## config.mk

```make
export PLATFORM = sky130hd
export DESIGN_NAME = base32_stream_encoder
export DESIGN_NICKNAME = d
export VERILOG_FILES = /design/src/b32enc_pkg.sv /design/src/b32enc_front.sv /design/src/b32enc_queue.sv /design/src/b32enc_back.sv /design/src/base32_stream_encoder.sv
export SDC_FILE = /design/constraint.sdc
export NUM_CORES = 1
export LEC_CHECK = 0
export BUFFER_PORTS_ARGS = -buffer_cell sky130_fd_sc_hd__buf_2
export CORE_MARGIN = 1
export CORE_UTILIZATION = 64
export CTS_BUF_LIST = sky130_fd_sc_hd__clkbuf_2 sky130_fd_sc_hd__clkbuf_4 sky130_fd_sc_hd__clkbuf_8
export DETAILED_ROUTE_END_ITERATION = 10
export PLACE_DENSITY = 0.82
export REMOVE_ABC_BUFFERS = 1
export SLEW_MARGIN = 20
export SYNTH_ARGS = -nofsm -noshare
export SYNTH_HDL_FRONTEND = slang
export SYNTH_SLANG_ARGS = --single-unit
```

## constraint.sdc

```tcl
create_clock -name clk_i -period 4.4 [get_ports clk_i]
set_clock_uncertainty 0.2 [all_clocks]
set_input_delay 0.88 -clock clk_i [delete_from_list [all_inputs] [get_ports clk_i]]
set_output_delay 0.88 -clock clk_i [all_outputs]
set_load 0.1 [all_outputs]
```

## src/b32enc_pkg.sv

```systemverilog
// shared types, constants and the character lookup for the base32 stream encoder
// used by every module of the block; depends on nothing
`timescale 1ns / 1ps

package b32enc_pkg;

  localparam int unsigned QueueDepth = 2;
  localparam int unsigned QueuePtrW  = $clog2(QueueDepth);
  localparam int unsigned QueueCntW  = $clog2(QueueDepth + 1);

  localparam logic [6:0] PadChar   = 7'h3D;  // '='
  localparam logic [6:0] UpperBase = 7'h41;  // 'A'
  localparam logic [6:0] DigitBase = 7'h32;  // '2'
  localparam logic [4:0] NumLetters = 5'd26;

  localparam logic [2:0] FullGroup = 3'd4;   // count at which the next byte closes a group
  localparam logic [2:0] LastSlot  = 3'd7;   // eighth character of a group

  typedef struct packed {
    logic [7:0] data_byte;
    logic       is_last;
  } in_beat_t;

  typedef struct packed {
    logic [6:0] out_char;
    logic       run_last;
    logic       message_end;
  } out_beat_t;

  // one finished group waiting for the character side
  typedef struct packed {
    logic [39:0] bits;
    logic [3:0]  nch;
    logic        last;
  } group_t;

  typedef struct packed {
    logic full;
    logic empty;
  } queue_status_t;

  // data characters for a group of count+1 bytes
  function automatic logic [3:0] chars_for_count(input logic [2:0] cnt);
    logic [3:0] n;
    case (cnt)
      3'd0:    n = 4'd2;
      3'd1:    n = 4'd4;
      3'd2:    n = 4'd5;
      3'd3:    n = 4'd7;
      default: n = 4'd8;
    endcase
    return n;
  endfunction

  // 5-bit symbol to alphabet character
  function automatic logic [6:0] b32_char(input logic [4:0] sym);
    logic [6:0] c;
    if (sym < NumLetters) begin
      c = UpperBase + {2'b00, sym};
    end else begin
      c = DigitBase + {2'b00, sym - NumLetters};
    end
    return c;
  endfunction

endpackage

```

## src/b32enc_front.sv

```systemverilog
// byte side of the base32 encoder: collects bytes and closes groups
// depends on b32enc_pkg
`timescale 1ns / 1ps

module b32enc_front (
  input  logic                     clk_i,
  input  logic                     rst_ni,
  input  logic                     in_valid_i,
  output logic                     in_stall_o,
  input  b32enc_pkg::in_beat_t     in_data_i,
  input  b32enc_pkg::queue_status_t q_status_i,
  output logic                     q_push_o,
  output b32enc_pkg::group_t       q_group_o
);

  logic [31:0] group_q, group_d;
  logic [2:0]  count_q, count_d;
  logic [2:0]  cnt;
  logic [39:0] merged;
  logic        closes;
  logic        accept;

  // a corrupt count is taken as four
  assign cnt = (count_q > b32enc_pkg::FullGroup) ? b32enc_pkg::FullGroup : count_q;

  always_comb begin
    case (cnt)
      3'd0:    merged = {group_q, 8'h00} | {in_data_i.data_byte, 32'h0};
      3'd1:    merged = {group_q, 8'h00} | {8'h00, in_data_i.data_byte, 24'h0};
      3'd2:    merged = {group_q, 8'h00} | {16'h0, in_data_i.data_byte, 16'h0};
      3'd3:    merged = {group_q, 8'h00} | {24'h0, in_data_i.data_byte, 8'h00};
      default: merged = {group_q, 8'h00} | {32'h0, in_data_i.data_byte};
    endcase
  end

  assign closes     = (cnt == b32enc_pkg::FullGroup) || in_data_i.is_last;
  assign in_stall_o = closes && q_status_i.full;
  assign accept     = in_valid_i && !in_stall_o;

  assign q_push_o       = accept && closes;
  assign q_group_o.bits = merged;
  assign q_group_o.nch  = b32enc_pkg::chars_for_count(cnt);
  assign q_group_o.last = in_data_i.is_last;

  always_comb begin
    group_d = group_q;
    count_d = count_q;
    if (accept) begin
      if (closes) begin
        group_d = 32'h0;
        count_d = 3'd0;
      end else begin
        group_d = merged[39:8];
        count_d = cnt + 3'd1;
      end
    end
  end

  always_ff @(posedge clk_i or negedge rst_ni) begin
    if (!rst_ni) begin
      group_q <= 32'h0;
      count_q <= 3'd0;
    end else begin
      group_q <= group_d;
      count_q <= count_d;
    end
  end

endmodule

```

## src/b32enc_queue.sv

```systemverilog
// short queue of finished groups between the byte side and the character side
// depends on b32enc_pkg
`timescale 1ns / 1ps

module b32enc_queue (
  input  logic                      clk_i,
  input  logic                      rst_ni,
  input  logic                      push_i,
  input  b32enc_pkg::group_t        group_i,
  input  logic                      pop_i,
  output b32enc_pkg::group_t        head_o,
  output b32enc_pkg::queue_status_t status_o
);

  b32enc_pkg::group_t entry_q [b32enc_pkg::QueueDepth];

  logic [b32enc_pkg::QueuePtrW-1:0] wr_ptr_q, rd_ptr_q;
  logic [b32enc_pkg::QueueCntW-1:0] fill_q;

  localparam logic [b32enc_pkg::QueuePtrW-1:0] LastPtr =
      b32enc_pkg::QueuePtrW'(b32enc_pkg::QueueDepth - 1);
  localparam logic [b32enc_pkg::QueueCntW-1:0] FullCnt =
      b32enc_pkg::QueueCntW'(b32enc_pkg::QueueDepth);

  logic do_push, do_pop;

  assign status_o.full  = (fill_q == FullCnt);
  assign status_o.empty = (fill_q == '0);
  assign do_push        = push_i && !status_o.full;
  assign do_pop         = pop_i && !status_o.empty;
  assign head_o         = entry_q[rd_ptr_q];

  always_ff @(posedge clk_i) begin
    if (do_push) begin
      entry_q[wr_ptr_q] <= group_i;
    end
  end

  always_ff @(posedge clk_i or negedge rst_ni) begin
    if (!rst_ni) begin
      wr_ptr_q <= '0;
      rd_ptr_q <= '0;
      fill_q   <= '0;
    end else begin
      if (do_push) begin
        wr_ptr_q <= (wr_ptr_q == LastPtr) ? '0 : wr_ptr_q + 1'b1;
      end
      if (do_pop) begin
        rd_ptr_q <= (rd_ptr_q == LastPtr) ? '0 : rd_ptr_q + 1'b1;
      end
      case ({do_push, do_pop})
        2'b10:   fill_q <= fill_q + 1'b1;
        2'b01:   fill_q <= fill_q - 1'b1;
        default: fill_q <= fill_q;
      endcase
    end
  end

endmodule

```

## src/b32enc_back.sv

```systemverilog
// character side of the base32 encoder: walks a group one character a cycle while not stalled and a group waits
// depends on b32enc_pkg
`timescale 1ns / 1ps

module b32enc_back (
  input  logic                      clk_i,
  input  logic                      rst_ni,
  input  b32enc_pkg::group_t        head_i,
  input  b32enc_pkg::queue_status_t q_status_i,
  output logic                      q_pop_o,
  output logic                      out_valid_o,
  input  logic                      out_stall_i,
  output b32enc_pkg::out_beat_t     out_data_o
);

  logic [2:0]            slot_q, slot_d;
  logic                  valid_q, valid_d;
  b32enc_pkg::out_beat_t beat_q, beat_d;
  logic                  load;
  logic                  emit;
  logic [4:0]            sym;

  assign load = !valid_q || !out_stall_i;
  assign emit = load && !q_status_i.empty;

  always_comb begin
    case (slot_q)
      3'd0:    sym = head_i.bits[39:35];
      3'd1:    sym = head_i.bits[34:30];
      3'd2:    sym = head_i.bits[29:25];
      3'd3:    sym = head_i.bits[24:20];
      3'd4:    sym = head_i.bits[19:15];
      3'd5:    sym = head_i.bits[14:10];
      3'd6:    sym = head_i.bits[9:5];
      default: sym = head_i.bits[4:0];
    endcase
  end

  always_comb begin
    slot_d  = slot_q;
    valid_d = valid_q;
    beat_d  = beat_q;
    if (emit) begin
      valid_d = 1'b1;
      slot_d  = slot_q + 3'd1;
      beat_d.out_char    = ({1'b0, slot_q} < head_i.nch) ? b32enc_pkg::b32_char(sym)
                                                         : b32enc_pkg::PadChar;
      beat_d.run_last    = (slot_q == b32enc_pkg::LastSlot);
      beat_d.message_end = (slot_q == b32enc_pkg::LastSlot) && head_i.last;
    end else if (load) begin
      valid_d = 1'b0;
    end
  end

  assign q_pop_o     = emit && (slot_q == b32enc_pkg::LastSlot);
  assign out_valid_o = valid_q;
  assign out_data_o  = beat_q;

  always_ff @(posedge clk_i or negedge rst_ni) begin
    if (!rst_ni) begin
      slot_q  <= 3'd0;
      valid_q <= 1'b0;
    end else begin
      slot_q  <= slot_d;
      valid_q <= valid_d;
    end
  end

  always_ff @(posedge clk_i) begin
    beat_q <= beat_d;
  end

endmodule

```

## src/base32_stream_encoder.sv

```systemverilog
// top level of the base32 stream encoder: byte side, group queue, character side
// depends on b32enc_pkg, b32enc_front, b32enc_queue and b32enc_back
`timescale 1ns / 1ps

// Base32 encoder (alphabet A-Z, 2-7, '=' padding) for a byte stream. Each input
// beat carries one message byte and an is_last flag. Bytes are gathered into
// groups of five; a full group, or the partial group closed by the last byte,
// turns into eight output beats, one character each, most significant bits
// first. A tail of 1, 2, 3 or 4 bytes gives 2, 4, 5 or 7 data characters and
// '=' up to eight. The eighth beat of every group has run_last set, and on the
// group closed by the last byte it also has message_end. Input bytes that do not
// close a group are never stalled and give no output. The character side
// puts out one beat per cycle while the output is not stalled and the queue is
// not empty. A two-deep group queue sits between the sides, so the byte side
// keeps taking beats while the character side drains; it stalls only when a byte
// closes a group and the queue is full. A closing byte is written into the
// queue, and its first character is then loaded into the output beat. The
// output beat is registered.

module base32_stream_encoder (
  input  logic                  clk_i,
  input  logic                  rst_ni,
  input  logic                  in_valid_i,
  output logic                  in_stall_o,
  input  b32enc_pkg::in_beat_t  in_data_i,
  output logic                  out_valid_o,
  input  logic                  out_stall_i,
  output b32enc_pkg::out_beat_t out_data_o
);

  // group handoff between the sides
  logic                      q_push;
  logic                      q_pop;
  b32enc_pkg::group_t        q_in_group;
  b32enc_pkg::group_t        q_head;
  b32enc_pkg::queue_status_t q_status;

  // byte side: merges each byte into the group and closes it
  b32enc_front u_front (
    .clk_i      (clk_i),
    .rst_ni     (rst_ni),
    .in_valid_i (in_valid_i),
    .in_stall_o (in_stall_o),
    .in_data_i  (in_data_i),
    .q_status_i (q_status),
    .q_push_o   (q_push),
    .q_group_o  (q_in_group)
  );

  // finished groups wait here
  b32enc_queue u_queue (
    .clk_i    (clk_i),
    .rst_ni   (rst_ni),
    .push_i   (q_push),
    .group_i  (q_in_group),
    .pop_i    (q_pop),
    .head_o   (q_head),
    .status_o (q_status)
  );

  // character side: one beat per cycle when not stalled and a group waits, pops with the eighth
  b32enc_back u_back (
    .clk_i       (clk_i),
    .rst_ni      (rst_ni),
    .head_i      (q_head),
    .q_status_i  (q_status),
    .q_pop_o     (q_pop),
    .out_valid_o (out_valid_o),
    .out_stall_i (out_stall_i),
    .out_data_o  (out_data_o)
  );

endmodule
```

==> results.json <==
{
  "clock.fmax_mhz": 263,
  "max_stage_delay_ps": 700,
  "synth_area_um2": 6230,
  "placed_cells": 569,
  "synth_edf_count": 99,
  "grt_pass1_wl_um": 21800,
  "final_common_cell": "edfxtp_1",
  "multi_input_area_um2": 2040,
  "ys_warn_count": 0,
  "nFillCells": 549,
  "die_h_um": 101,
  "dpl_cell_area_um2": 6480,
  "drtIter0Drc": 335,
  "fin_ws_ps": 597,
  "setup_viol": 0,
  "instances_no_fill": 601,
  "grt_pass1_vias": 3987,
  "cts_hold_buf": 0,
  "tightest_slew_ps": 1060,
  "path_clk_slew_ps": 80,
  "layout_common_cells": "edfxtp_1 (99), a22o_1 (54), dfrtp_1 (42), mux2i_1 (30), buf_2 (22)",
  "core_area_um2": 9330,
  "path_max_fanout": 16,
  "worst-path-buf-inv": 2,
  "leakage_nw": 2.79,
  "final_area_um2": 6960,
  "grt_start_max_net_pins": 44,
  "seqCellArea_um2": 4050,
  "end_kind": "flop",
  "die_w_um": 101,
  "powerDensity_nw_per_um2": 864,
  "max_cap_viol_count": 0,
  "worstSetupPathType": "flop to flop",
  "start_util": 0.668,
  "clock_path_buffers": 2,
  "drive_gt1_frac": 0.182,
  "start_kind": "flop",
  "crit_slowest_cell": "dfrtp_1",
  "max_slew_margin": 0.290,
  "routed_wl_um": 14000,
  "numCtsBuffers": 17,
  "htree_levels": 4,
  "crit_chain": "inv_1, ha_1, or4_1, o21ai_0, nor4_1, a21oi_1, inv_1, ha_1, o31ai_2, mux2_4",
  "syn_area_per_cell_um2": 14.5,
  "final_net_count": 490,
  "drt.antenna.violating_nets": 0,
  "period_share": 0.864,
  "vias": 3941,
  "fp.dieArea_um2": 10100,
  "utilization": 0.746,
  "setup_tns_ps": 0,
  "clock_latency_ps": 430,
  "hold_violations": 0,
  "fin_crit_ps": 3800,
  "cp.required_ps": 4380,
  "synth.distinct_cells": 51,
  "async_flop_share": 0.303,
  "seq_area_frac_synth": 0.650,
  "dr.pass1.iters": 6,
  "io_pins": 24,
  "cts_sinks": 142,
  "vdd_drop_max_uv": 568,
  "status": "complete, no violations",
  "grt_use_total": 0.305,
  "cts_tree": "yes",
  "via_per_inst": 6.56,
  "placementRows": 35,
  "root_buffer": "clkbuf_8",
  "portBuffers": 23,
  "rsz0062_at_grt": "no",
  "hp-class": "input pin to async pin",
  "overflow": 0,
  "pre_cts_ws_ps": 707,
  "crit_family": "compound AO/OA/AOI/OAI gates",
  "hpwlAfterDp_um": 8570,
  "antenna_found_initial": 0,
  "postCtsSetupRepairBufs": 0,
  "netlist_instances": 431,
  "routabilityCongestion": 0.902,
  "synth-seq-cells": 142,
  "drc_errors": 0,
  "diodes": 0,
  "ctsResizeCount": 0,
  "worstPathArrival_ps": 3780,
  "finalMaxSlewViolations": 0,
  "areaGrowthSynthToFinish_pct": 11.7,
  "routedWlPerCell_um": 23.4,
  "yosys_most_used_dff": "edfxtp_1"
}
[flip-flops by register name (all words and copies together) (netlist names)]
signal / flops
u_back.out_data_o: 9
u_front.count_q: 3
u_front.group_q: 32
u_queue.fill_q: 2
u_queue.wr_ptr_q: 1
u_queue.rd_ptr_q: 1
u_back.slot_q: 3
u_queue.entry_q: 90
u_back.out_valid_o: 1
[per-layer routing]
layer,vias to the layer above,global-route usage,part of all wire
met2,216,0.487,0.49
met1,1954,0.376,0.39
li1,1718,-,-
met4,0,0.169,0.042
met5,-,0,0
met3,53,0.0888,0.078
[per-stage QoR]
step	power, mW	hold WS (ps)
2_1_floorplan	4.06	250
3_3_place_gp	4.61	269
3_5_place_dp	4.72	275
4_1_cts	5.98	294
5_1_grt	6.28	269
6_report	6.02	242
[cell usage after synthesis, drive strengths merged, types with 3 or more instances]
cell	count	share of area
ha	18	0.036
xnor2	5	0.0070
a211oi	3	0.0036
edfxtp	99	0.48
and2	13	0.013
o21ai	10	0.0098
o31ai	3	0.0044
nand2b	5	0.0050
mux4	5	0.018
buf	7	0.0092
nor4	3	0.0054
clkbuf	16	0.0096
nand2	19	0.011
nor2b	8	0.0080
mux2i	30	0.048
a21oi	18	0.014
a22o	54	0.076
o22ai	8	0.0080
o21a	3	0.0038
dfrtp	43	0.17
nor2	20	0.012
inv	12	0.0072
mux2	5	0.0096
[final cells by class]
class,count,share of cell area
inverter,12,0.00647
clock inverter,14,0.0340
sequential,142,0.582
clock buffer,18,0.0347
multi-input combinational,254,0.293
timing repair buffer,32,0.0266
tap,129,0.0232
[power breakdown]
group | total [mW] | internal, mW | switching, mW
clock | 1.25 | 0.741 | 0.505
combinational | 2.58 | 0.906 | 1.67
sequential | 2.19 | 1.93 | 0.259
total | 6.02 | 3.58 | 2.44
[logic make-up after synthesis]
group | count (synthesis) | share of synthesized area
AND/OR/NAND/NOR | 79 | 0.0678
flip-flops | 142 | 0.650
AO/OA/AOI/OAI | 110 | 0.135
adder cells (fa/ha/maj) | 18 | 0.0361
XOR/XNOR | 7 | 0.00984
buffers and inverters | 35 | 0.0261
multiplexers | 40 | 0.0759
[path summary, 6_finish.rpt]
kind / start / end / slack, ps / cells after the start
worst max-delay path: u_back.slot_q[2]$_DFFE_PN0P_ / u_back.out_data_o[4]$_SDFFCE_PP1P_ / 600 / 10
min in group clk_i: u_front.count_q[0]$_DFFE_PN0N_ / u_front.count_q[0]$_DFFE_PN0N_ / 290 / 2
max in group asynchronous: rst_ni / u_queue.rd_ptr_q$_DFFE_PN0P_ / 3320 / 1
worst max register to register: u_back.slot_q[2]$_DFFE_PN0P_ / u_back.out_data_o[4]$_SDFFCE_PP1P_ / 600 / 10
worst min-delay path: rst_ni / u_queue.wr_ptr_q$_DFFE_PN0P_ / 240 / 1
worst min register to register: u_front.count_q[0]$_DFFE_PN0N_ / u_front.count_q[0]$_DFFE_PN0N_ / 290 / 2
Power figures use the tool's default switching activity.
